<file path="src/rtl/atcp_pkg.sv">
// Shared types and constants for the terminal character processor.
// No dependencies.
`timescale 1ns / 1ps
package atcp_pkg;
	typedef enum logic [1:0] {
		CMD_WRITE  = 2'd0,
		CMD_CURSOR = 2'd1,
		CMD_CLEAR  = 2'd2,
		CMD_SCROLL = 2'd3
	} cmd_t;

	// op code handed from the front to the back
	typedef enum logic [2:0] {
		OP_PRINT = 3'd0,
		OP_BEL   = 3'd1,
		OP_BS    = 3'd2,
		OP_LF    = 3'd3,
		OP_FINAL = 3'd4
	} op_t;

	typedef struct packed {
		op_t        op;
		logic [7:0] ch;
		logic       has_p0;
		logic [15:0] p0;
	} job_t;

	localparam logic [7:0] CH_ESC  = 8'd27;
	localparam logic [7:0] CH_BEL  = 8'd7;
	localparam logic [7:0] CH_BS   = 8'd8;
	localparam logic [7:0] CH_LF   = 8'd10;
	localparam logic [7:0] CH_LBR  = 8'd91;
	localparam logic [7:0] CH_SEMI = 8'd59;
	localparam logic [7:0] CH_SP   = 8'd32;
	localparam logic [7:0] CFG_COLUMNS = 8'd0;
	localparam logic [7:0] CFG_ROWS    = 8'd1;
endpackage

</file>
<file path="src/rtl/atcp_front.sv">
// Front end: escape/CSI parser, number accumulation, parameter store and SGR walk.
// Depends on atcp_pkg.
`timescale 1ns / 1ps
module atcp_front #(
	parameter int MAX_PARAMS = 8
) (
	input  logic               clk,
	input  logic               arst_n,
	input  logic               in_valid,
	output logic               in_ready,
	input  logic [7:0]         in_byte,
	output logic               job_valid,
	input  logic               job_ready,
	output atcp_pkg::job_t     job,
	output logic [2:0]         fg,
	output logic [2:0]         bg
);
	localparam int PW = $clog2(MAX_PARAMS);
	localparam int CW = $clog2(MAX_PARAMS + 1);

	typedef enum logic [1:0] {NORMAL, ESCAPE, CSI, SGR} mode_t;
	mode_t mode_q;
	logic        num_valid_q;
	logic [15:0] num_q;
	logic [15:0] pstore [MAX_PARAMS];
	logic [CW-1:0] pcount_q;
	logic [CW-1:0] walk_q;
	logic [2:0] fg_q, bg_q;
	logic        jv_q;
	atcp_pkg::job_t job_q;

	logic acc;
	logic [19:0] num_next;
	logic [15:0] pending;
	logic [15:0] wp;

	assign in_ready  = (mode_q != SGR) && !jv_q;
	assign acc       = in_valid && in_ready;
	assign job_valid = jv_q;
	assign job       = job_q;
	assign fg        = fg_q;
	assign bg        = bg_q;

	always_comb begin
		num_next = num_valid_q ? ({4'd0, num_q} * 20'd10) : 20'd0;
		num_next = num_next + {16'd0, in_byte[3:0] - 4'd0};
	end
	assign pending = num_valid_q ? num_q : 16'd0;
	assign wp = pstore[walk_q[PW-1:0]];

	always_ff @(posedge clk) begin
		if (acc && mode_q == CSI && pcount_q < CW'(MAX_PARAMS)
				&& (in_byte == atcp_pkg::CH_SEMI
				|| (in_byte >= 8'd64 && in_byte <= 8'd126 && num_valid_q)))
			pstore[pcount_q[PW-1:0]] <= pending;
	end

	always_ff @(posedge clk or negedge arst_n) begin
		if (!arst_n) begin
			mode_q <= NORMAL;
			num_valid_q <= 1'b0;
			num_q <= '0;
			pcount_q <= '0;
			walk_q <= '0;
			fg_q <= 3'd7;
			bg_q <= 3'd0;
			jv_q <= 1'b0;
			job_q <= '0;
		end else begin
			if (jv_q && job_ready)
				jv_q <= 1'b0;
			if (mode_q == SGR) begin
				if (walk_q >= pcount_q) begin
					mode_q <= NORMAL;
					pcount_q <= '0;
				end else begin
					if (wp >= 16'd30 && wp <= 16'd37)
						fg_q <= 3'(wp - 16'd30);
					else if (wp >= 16'd40 && wp <= 16'd47)
						bg_q <= 3'(wp - 16'd40);
					walk_q <= walk_q + CW'(1);
				end
			end else if (acc) begin
				unique case (mode_q)
					NORMAL: begin
						if (in_byte == atcp_pkg::CH_ESC) begin
							mode_q <= ESCAPE;
						end else begin
							jv_q <= 1'b1;
							job_q.ch <= in_byte;
							job_q.has_p0 <= 1'b0;
							job_q.p0 <= '0;
							priority if (in_byte == atcp_pkg::CH_BEL)
								job_q.op <= atcp_pkg::OP_BEL;
							else if (in_byte == atcp_pkg::CH_BS)
								job_q.op <= atcp_pkg::OP_BS;
							else if (in_byte == atcp_pkg::CH_LF)
								job_q.op <= atcp_pkg::OP_LF;
							else
								job_q.op <= atcp_pkg::OP_PRINT;
						end
					end
					ESCAPE: begin
						if (in_byte == atcp_pkg::CH_LBR) begin
							mode_q <= CSI;
							num_valid_q <= 1'b0;
							num_q <= '0;
							pcount_q <= '0;
						end else if (in_byte != atcp_pkg::CH_ESC) begin
							mode_q <= NORMAL;
						end
					end
					CSI: begin
						if (in_byte >= 8'd48 && in_byte <= 8'd57) begin
							num_q <= (num_next > 20'd65535) ? 16'hFFFF : num_next[15:0];
							num_valid_q <= 1'b1;
						end else if (in_byte == atcp_pkg::CH_SEMI) begin
							if (pcount_q < CW'(MAX_PARAMS))
								pcount_q <= pcount_q + CW'(1);
							num_valid_q <= 1'b0;
							num_q <= '0;
						end else if (in_byte >= 8'd64 && in_byte <= 8'd126) begin
							num_valid_q <= 1'b0;
							num_q <= '0;
							// every final goes to the executor, which clamps the cursor
							jv_q <= 1'b1;
							job_q.op <= atcp_pkg::OP_FINAL;
							job_q.ch <= in_byte;
							job_q.has_p0 <= (pcount_q != '0) || num_valid_q;
							job_q.p0 <= (pcount_q != '0) ? pstore[0] : pending;
							if (in_byte == 8'd109) begin
								// SGR: walk stored parameters one per cycle
								mode_q <= SGR;
								walk_q <= '0;
								if (num_valid_q && pcount_q < CW'(MAX_PARAMS))
									pcount_q <= pcount_q + CW'(1);
							end else begin
								mode_q <= NORMAL;
								pcount_q <= '0;
							end
						end
					end
					default: mode_q <= NORMAL;
				endcase
			end
		end
	end
endmodule

</file>
<file path="src/rtl/atcp_queue.sv">
// Short FIFO of jobs between parser and executor (colours travel alongside).
// Depends on atcp_pkg.
`timescale 1ns / 1ps
module atcp_queue (
	input  logic           clk,
	input  logic           arst_n,
	input  logic           wr_valid,
	output logic           wr_ready,
	input  atcp_pkg::job_t wr_job,
	input  logic [5:0]     wr_col,
	output logic           rd_valid,
	input  logic           rd_ready,
	output atcp_pkg::job_t rd_job,
	output logic [5:0]     rd_col
);
	atcp_pkg::job_t mem_job [2];
	logic [5:0] mem_col [2];
	logic [1:0] wp_q, rp_q;

	assign wr_ready = (wp_q - rp_q) != 2'd2;
	assign rd_valid = wp_q != rp_q;
	assign rd_job   = mem_job[rp_q[0]];
	assign rd_col   = mem_col[rp_q[0]];

	always_ff @(posedge clk) begin
		if (wr_valid && wr_ready) begin
			mem_job[wp_q[0]] <= wr_job;
			mem_col[wp_q[0]] <= wr_col;
		end
	end

	always_ff @(posedge clk or negedge arst_n) begin
		if (!arst_n) begin
			wp_q <= '0;
			rp_q <= '0;
		end else begin
			if (wr_valid && wr_ready)
				wp_q <= wp_q + 2'd1;
			if (rd_valid && rd_ready)
				rp_q <= rp_q + 2'd1;
		end
	end
endmodule

</file>
<file path="src/rtl/atcp_back.sv">
// Back end: cursor tracking and command generation, up to three beats per job.
// Depends on atcp_pkg.
`timescale 1ns / 1ps
module atcp_back #(
	parameter int MAX_COLS = 128,
	parameter int MAX_ROWS = 64
) (
	input  logic           clk,
	input  logic           arst_n,
	input  logic [7:0]     cfg_cols,
	input  logic [6:0]     cfg_rows,
	input  logic           job_valid,
	output logic           job_ready,
	input  atcp_pkg::job_t job,
	input  logic [5:0]     colours,
	output logic           out_valid,
	input  logic           out_ready,
	output logic [47:0]    out_data,
	output logic           out_last
);
	typedef enum logic [1:0] {IDLE, SCROLL, CURSOR} state_t;
	state_t st_q;
	logic [8:0] cmax, rmax; // last column and row, clamped
	logic [6:0] ccol_q;
	logic [5:0] crow_q;
	logic ov_q, ol_q;
	logic [47:0] od_q;
	logic [8:0] cc, cr, n, nc, nr, ec, er, sc, sr;
	logic emit_p, emit_c;
	logic [1:0] emit_cmd;
	logic scroll;
	logic [15:0] p;
	logic take;

	always_comb begin
		cmax = (cfg_cols == 8'd0) ? 9'd0 :
			({1'b0, cfg_cols} > 9'(MAX_COLS)) ? 9'(MAX_COLS - 1) : {1'b0, cfg_cols} - 9'd1;
		rmax = (cfg_rows == 7'd0) ? 9'd0 :
			({2'b0, cfg_rows} > 9'(MAX_ROWS)) ? 9'(MAX_ROWS - 1) : {2'b0, cfg_rows} - 9'd1;
		cc = ({2'b0, ccol_q} > cmax) ? cmax : {2'b0, ccol_q};
		cr = ({3'b0, crow_q} > rmax) ? rmax : {3'b0, crow_q};
	end

	function automatic logic [41:0] fields(input logic [1:0] cmd, input logic [8:0] c,
		input logic [8:0] r, input logic [8:0] e_c, input logic [8:0] e_r,
		input logic [7:0] g, input logic [5:0] col);
		// order from bit 0: cmd, col, row, end_col, end_row, glyph, fg, bg
		fields = {col[5:3], col[2:0], g, e_r[5:0], e_c[6:0], r[5:0], c[6:0], cmd};
	endfunction

	assign take = (st_q == IDLE) && job_valid && (!ov_q || out_ready);
	assign job_ready = take;
	assign out_valid = ov_q;
	assign out_data  = od_q;
	assign out_last  = ol_q;

	always_comb begin
		p = job.has_p0 ? job.p0 : 16'd0;
		n = (p == 16'd0) ? 9'd1 : (p > 16'd255) ? 9'd255 : p[8:0];
		nc = cc; nr = cr;
		emit_p = 1'b0; emit_c = 1'b0; scroll = 1'b0;
		sc = '0; sr = '0; ec = '0; er = '0; emit_cmd = atcp_pkg::CMD_CURSOR;
		unique case (job.op)
			atcp_pkg::OP_PRINT, atcp_pkg::OP_BEL, atcp_pkg::OP_BS, atcp_pkg::OP_LF: begin
				emit_c = 1'b1;
				if (job.op == atcp_pkg::OP_BS) begin
					if (cc != 9'd0) nc = cc - 9'd1;
				end else if (job.op == atcp_pkg::OP_LF) begin
					nc = '0; nr = cr + 9'd1;
				end else if (job.op == atcp_pkg::OP_PRINT) begin
					emit_p = 1'b1;
					if (cc == cmax) begin
						nc = '0; nr = cr + 9'd1;
					end else begin
						nc = cc + 9'd1;
					end
				end
				if (nr > rmax) begin
					scroll = 1'b1; nr = rmax;
				end
			end
			default: begin
				priority if (job.ch >= 8'd65 && job.ch <= 8'd70) begin
					emit_c = 1'b1;
					if (job.ch == 8'd65 || job.ch == 8'd70)
						nr = (n >= cr) ? 9'd0 : cr - n;
					else if (job.ch == 8'd66 || job.ch == 8'd69)
						nr = (cr + n > rmax) ? rmax : cr + n;
					else if (job.ch == 8'd67)
						nc = (cc + n > cmax) ? cmax : cc + n;
					else
						nc = (n >= cc) ? 9'd0 : cc - n;
					if (job.ch == 8'd69 || job.ch == 8'd70) nc = '0;
				end else if (job.ch == 8'd71) begin
					emit_c = 1'b1;
					nc = (p <= 16'd1) ? 9'd0 : ((p - 16'd1) > {7'd0, cmax}) ? cmax : 9'(p - 16'd1);
				end else if (job.ch == 8'd74 || job.ch == 8'd75) begin
					emit_p = (p <= 16'd2);
					emit_cmd = atcp_pkg::CMD_CLEAR;
					if (p == 16'd0) begin
						sc = cc; sr = cr; ec = cmax; er = (job.ch == 8'd74) ? rmax : cr;
					end else if (p == 16'd1) begin
						sc = '0; sr = (job.ch == 8'd74) ? 9'd0 : cr; ec = cc; er = cr;
					end else begin
						sc = '0; ec = cmax;
						sr = (job.ch == 8'd74) ? 9'd0 : cr;
						er = (job.ch == 8'd74) ? rmax : cr;
					end
				end else begin
					// other finals only clamp the cursor
					emit_c = 1'b0;
				end
			end
		endcase
	end

	logic [41:0] cur_f;
	assign cur_f = fields(atcp_pkg::CMD_CURSOR, {2'b0, ccol_q}, {3'b0, crow_q}, '0, '0, 8'd0, 6'd0);

	always_ff @(posedge clk or negedge arst_n) begin
		if (!arst_n) begin
			st_q <= IDLE;
			ccol_q <= '0;
			crow_q <= '0;
			ov_q <= 1'b0;
			ol_q <= 1'b0;
			od_q <= '0;
		end else begin
			unique case (st_q)
				IDLE: if (take) begin
					ccol_q <= nc[6:0];
					crow_q <= nr[5:0];
					if (job.op == atcp_pkg::OP_FINAL && emit_cmd == atcp_pkg::CMD_CLEAR) begin
						ov_q <= emit_p;
						ol_q <= 1'b1;
						od_q <= {6'd0, fields(atcp_pkg::CMD_CLEAR, sc, sr, ec, er,
							atcp_pkg::CH_SP, colours)};
					end else if (emit_p) begin
						ov_q <= 1'b1;
						ol_q <= 1'b0;
						od_q <= {6'd0, fields(atcp_pkg::CMD_WRITE, cc, cr, '0, '0, job.ch, colours)};
						st_q <= scroll ? SCROLL : CURSOR;
					end else if (scroll) begin
						ov_q <= 1'b1;
						ol_q <= 1'b0;
						od_q <= {6'd0, fields(atcp_pkg::CMD_SCROLL, '0, '0, '0, '0,
							atcp_pkg::CH_SP, 6'b000_111)};
						st_q <= CURSOR;
					end else if (emit_c) begin
						ov_q <= 1'b1;
						ol_q <= 1'b1;
						od_q <= {6'd0, fields(atcp_pkg::CMD_CURSOR, nc, nr, '0, '0, 8'd0, 6'd0)};
					end else begin
						ov_q <= 1'b0;
					end
				end else if (ov_q && out_ready) begin
					ov_q <= 1'b0;
				end
				SCROLL: if (!ov_q || out_ready) begin
					ov_q <= 1'b1;
					ol_q <= 1'b0;
					od_q <= {6'd0, fields(atcp_pkg::CMD_SCROLL, '0, '0, '0, '0,
						atcp_pkg::CH_SP, 6'b000_111)};
					st_q <= CURSOR;
				end
				CURSOR: if (!ov_q || out_ready) begin
					ov_q <= 1'b1;
					ol_q <= 1'b1;
					od_q <= {6'd0, cur_f};
					st_q <= IDLE;
				end
				default: st_q <= IDLE;
			endcase
		end
	end
endmodule

</file>
<file path="src/rtl/ansi_terminal_char_processor_top.sv">
// Top level of the terminal character processor: config registers, parser, queue, executor.
// Depends on atcp_pkg, atcp_front, atcp_queue, atcp_back.
`timescale 1ns / 1ps
// Takes one terminal byte a beat and emits display commands (write cell, set cursor,
// clear span, scroll). A printable byte costs up to three output beats, one per cycle
// while the output is ready; ESC, CSI digits and separators are taken without holding
// the parser. A byte that makes a job (printable, BEL, BS, LF or a CSI final) holds the
// parser until the job moves into the queue. An SGR final byte walks its stored
// parameters one per cycle, so it occupies the parser until the walk is done. A queue
// of two jobs sits between parser and executor, so the parser can run ahead of it; a
// printable byte is bound by the executor's two or three command beats.
module ansi_terminal_char_processor_top #(
	parameter int MAX_COLS = 128,
	parameter int MAX_ROWS = 64,
	parameter int MAX_PARAMS = 8
) (
	input  logic        clk,
	input  logic        arst_n,
	input  logic        cfg_we,
	input  logic [7:0]  cfg_index,
	input  logic [7:0]  cfg_data,
	input  logic        s_axis_tvalid,
	output logic        s_axis_tready,
	input  logic [7:0]  s_axis_tdata,   // byte_in
	output logic        m_axis_tvalid,
	input  logic        m_axis_tready,
	output logic [47:0] m_axis_tdata,   // command, col, row, end_col, end_row, glyph, fg, bg
	output logic        m_axis_tlast
);
	logic [7:0] cols_q;
	logic [6:0] rows_q;
	logic fv, fr, qv, qr;
	atcp_pkg::job_t fjob, qjob;
	logic [2:0] fg, bg;
	logic [5:0] qcol;

	always_ff @(posedge clk or negedge arst_n) begin
		if (!arst_n) begin
			cols_q <= 8'd80;
			rows_q <= 7'd25;
		end else if (cfg_we) begin
			if (cfg_index == atcp_pkg::CFG_COLUMNS) cols_q <= cfg_data;
			else if (cfg_index == atcp_pkg::CFG_ROWS) rows_q <= cfg_data[6:0];
		end
	end

	atcp_front #(.MAX_PARAMS(MAX_PARAMS)) u_front (
		.clk, .arst_n,
		.in_valid(s_axis_tvalid), .in_ready(s_axis_tready), .in_byte(s_axis_tdata),
		.job_valid(fv), .job_ready(fr), .job(fjob), .fg(fg), .bg(bg)
	);

	atcp_queue u_queue (
		.clk, .arst_n,
		.wr_valid(fv), .wr_ready(fr), .wr_job(fjob), .wr_col({bg, fg}),
		.rd_valid(qv), .rd_ready(qr), .rd_job(qjob), .rd_col(qcol)
	);

	atcp_back #(.MAX_COLS(MAX_COLS), .MAX_ROWS(MAX_ROWS)) u_back (
		.clk, .arst_n, .cfg_cols(cols_q), .cfg_rows(rows_q),
		.job_valid(qv), .job_ready(qr), .job(qjob), .colours(qcol),
		.out_valid(m_axis_tvalid), .out_ready(m_axis_tready),
		.out_data(m_axis_tdata), .out_last(m_axis_tlast)
	);
endmodule

</file>
<file path="config.mk">
export PLATFORM = sky130hd
export DESIGN_NAME = ansi_terminal_char_processor_top
export DESIGN_NICKNAME = d
export VERILOG_FILES = /design/src/rtl/atcp_pkg.sv /design/src/rtl/atcp_front.sv /design/src/rtl/atcp_queue.sv /design/src/rtl/atcp_back.sv /design/src/rtl/ansi_terminal_char_processor_top.sv
export SDC_FILE = /design/constraint.sdc
export NUM_CORES = 1
export LEC_CHECK = 0
export ABC_AREA = 1
export BUFFER_PORTS_ARGS = -buffer_cell sky130_fd_sc_hd__buf_2
export CAP_MARGIN = 20
export CORE_UTILIZATION = 50
export DETAILED_ROUTE_END_ITERATION = 12
export PLACE_DENSITY = 0.73
export REMOVE_ABC_BUFFERS = 1
export SYNTH_ARGS = -nofsm -noshare
export SYNTH_HDL_FRONTEND = slang
export SYNTH_SLANG_ARGS = --single-unit
</file>
<file path="constraint.sdc">
create_clock -name clk -period 15.7 [get_ports clk]
set_clock_uncertainty 0.05 [all_clocks]
set_input_delay 2.355 -clock clk [delete_from_list [all_inputs] [get_ports clk]]
set_output_delay 2.355 -clock clk [all_outputs]
set_load 0.005 [all_outputs]
</file>
==> impl_metrics.env <==
export IMPL_outcome="completed"
export IMPL_path_class="reg2reg"
export IMPL_boundaryPins=80
export IMPL_cap_viol_max_count=0
export IMPL_timing_hold_worst_start="u_front.bg[2]"
export IMPL_clock_tree_from_tritoncts="done"
export IMPL_grt_pass1_wl_um=92700
export IMPL_synthDistinctLibCells=75
export IMPL_die_width_um=206
export IMPL_drtAntennaViolNets=0
export IMPL_min_delay_path_depth=0
export IMPL_most_used_standard_cell_by_instance_count_after_synthesis="nand2_1"
export IMPL_slew_violations=0
export IMPL_ys_top_cells_by_area="edfxtp_1, dfrtp_1, nand2_1"
export IMPL_max_slew_worst_pin_slew_ps=1040
export IMPL_cp_end_kind="flip-flop"
export IMPL_hold_end="u_queue.mem_col[0][5]"
export IMPL_num_vias=17500
export IMPL_worst_hold_path_type="reg2reg"
export IMPL_initial_cell_density_of_the_core=0.509
export IMPL_synth_ff_latch_count=336
export IMPL_routability_driven_placement_congestion_ratio=0.967
export IMPL_grt_overflow=0
export IMPL_stdcell_count=3057
export IMPL_syn_mean_instance_area_sq_um=8.59
export IMPL_cts_hold_buffers_added=0
export IMPL_whs_ps=419
export IMPL_synthCells=2422
export IMPL_yosysSeqAreaShare=0.452
export IMPL_final_min_period_over_clock_period=0.483
export IMPL_regToRegEndpoint="u_back.ccol_q[4]"
export IMPL_groute_usage_overall=0.283
export IMPL_routed_via_density=5.74
export IMPL_detailed_place_hpwl_um=43800
export IMPL_final_hold_viol_count=0
export IMPL_finalSetupViolations=0
export IMPL_critical_path_top_cell_by_count="nand2_1"
export IMPL_clock_tree_htree_level_count=2
export IMPL_antenna_found_initial=0
export IMPL_cts_resized=0
export IMPL_final_layout_size_suffix_gt1_frac=0.109
export IMPL_synth_warning_count=0
export IMPL_crit_arrival_ps=7920
export IMPL_worst_path_largest_cell_delay_ps=420
export IMPL_power_per_cell_area_nw_per_um2=204
export IMPL_cts_repair_timing_setup_buffer_count=0
export IMPL_period_minus_slack_ps=7580
export IMPL_worstPathMaxFanout=27
export IMPL_crit_reg2reg_launch="cols_q[0]"
export IMPL_initialDrtViolationCount=1738
export IMPL_cts_sinks=336
export IMPL_power_total_w=0.00470
export IMPL_routed_wire_length_per_instance_um=19.4
export IMPL_clkSlewWorstSetupHoldPaths_ps=60
export IMPL_irDropWorstVdd_mv=0.102
export IMPL_mappedNetlistArea_sq_um=20800
export IMPL_post_synth_top_area_fraction=0.283
export IMPL_grt_setup_unrepaired="no"
export IMPL_synth_main_ff_cell="edfxtp_1"
export IMPL_first_global_vias=17000
export IMPL_critPathSlowestCell="a31oi_1"
export IMPL_start_kind="flip-flop"
export IMPL_finalWirelength_um=59300
export IMPL_synth_enable_flop_cells=196
export IMPL_areaGrowthSynthToFinish_pct=10.6
export IMPL_achievable_frequency_mhz=132
export IMPL_core_region_area_sq_um=40900
export IMPL_utilization=0.562
export IMPL_timing_reg2reg_setup_slack_ps=8120
export IMPL_rows=74
export IMPL_crit_required_ps=16030
export IMPL_diodes=0
export IMPL_synth_common_cells="nand2_1, inv_1, nor2_1"
export IMPL_drt_drc_violations_left=0
export IMPL_dpl_cell_count=2989
export IMPL_yosysTopAreaCell="edfxtp_1"
export IMPL_p_leak_nw=10.3
export IMPL_dieArea_sq_um=42500
export IMPL_die_y_um=206
export IMPL_clock_latency_ps=570
export IMPL_maxSlewHeadroom=0.302
export IMPL_numPortBuffers=73
export IMPL_cts_buf_count=37
export IMPL_net_count_reported_at_finish=2682
export IMPL_cts_root_buf="clkbuf_16"
export IMPL_grt_max_degree=75
export IMPL_timing_setup_tns_ps=0
export IMPL_rr_worst_depth=45
export IMPL_synth_async_sr_flop_share=0.417
export IMPL_detailedRoute_firstPassIterationCount=8
export IMPL_cts_path_max_buffers=3
[cells in the final DEF, fill, tap and decap left out, types with 15 or more instances in the layout]
cell       synthesis  layout
nand2_1          508     507
inv_1            252     252
o21ai_0          204     204
nor2_1           206     204
edfxtp_1         196     196
ha_1             151     151
a21oi_1          139     139
dfrtp_1          132     132
nand3_1          108     108
buf_2             17      72
xor2_1            46      46
o21ai_1           38      38
clkbuf_16          0      37
nor3_1            31      25
nand4_1           25      25
inv_2             21      21
buf_4             10      21
o31ai_1           20      20
o211ai_1          18      18
conb_1             2      18
or2_2             17      17
a211oi_1          17      17
o22ai_1           17      17
a31oi_1           15      15
[cells by family (layout without fill, tap and decap cells)]
family / count (synthesis) / after routing / share of synthesized area
adders and majority gates: 157 / 157 / 0.0965
muxes: 11 / 11 / 0.00547
AOI/OAI and AO/OA: 541 / 541 / 0.152
other: 2 / 18 / 0.000361
buffers and inverters: 355 / 442 / 0.0683
xor gates and xnor gates: 55 / 55 / 0.0231
DFF: 336 / 336 / 0.452
and+or+nand+nor: 965 / 965 / 0.202
[where the power goes]
part	total (W)	internal (W)	switching, W
registers	0.00117	0.00108	0.0000888
logic	0.00264	0.000833	0.00181
clock network	0.000895	0.000513	0.000382
[state kept, by name, summed over array words and instances, names as in the netlist, 8 cells and up]
| register | flops |
|---|---|
| u_back.out_data | 42 |
| u_queue.mem_job | 56 |
| u_front.job | 28 |
| u_queue.mem_col | 12 |
| u_front.num_q | 16 |
| cols_q | 8 |
| u_front.pstore | 128 |
[routing by layer]
metal  vias up  part of all wire  track usage  wire length, um
li1       8410                 -            -                -
met1      8337              0.41        0.359            24400
met2       645              0.49        0.488            29300
met3       149             0.058       0.0385             3430
met4         0             0.037        0.113             2200
met5         -                 0            0                0
[cell type report]
cell class | instances | area (sq um)
inverter | 280 | 1050
fill | 3676 | 17900
timing repair buffer | 94 | 529
sequential | 336 | 9400
clock buffer | 47 | 1000
tap | 532 | 666
multi-input combinational | 1747 | 10100
clock inverter | 21 | 259
[worst max-delay path by stage]
stage	from	endpoint	slack [ps]	cells after the start
floorplan	rows_q[0]	u_back.out_data[12]	9670	41
global placement	rows_q[2]	u_back.out_data[13]	8570	35
detailed placement	cols_q[0]	u_back.ccol_q[4]	8350	45
CTS	cols_q[0]	u_back.ccol_q[4]	8270	45
global route	cols_q[0]	u_back.ccol_q[4]	7560	45
finish	cols_q[0]	u_back.ccol_q[4]	8120	45
[worst max-delay path: cells and delay by family, from the launching register on]
| family | cells | cell delay (ps) |
|---|---|---|
| AOI/OAI and AO/OA | 8 | 1620 |
| xor gates and xnor gates | 1 | 240 |
| adders and majority gates | 5 | 1550 |
| buffers and inverters | 6 | 960 |
| DFF | 1 | 360 |
| and+or+nand+nor | 25 | 2610 |
[metrics by stage]
stage	worst slack (ps)	instance area, sq um
5_1_grt	7560	23000
2_1_floorplan	9670	20500
4_1_cts	8270	23000
3_3_place_gp	8570	21800
6_report	8120	23000
3_5_place_dp	8350	21800
(Power assumes the default switching activity.)
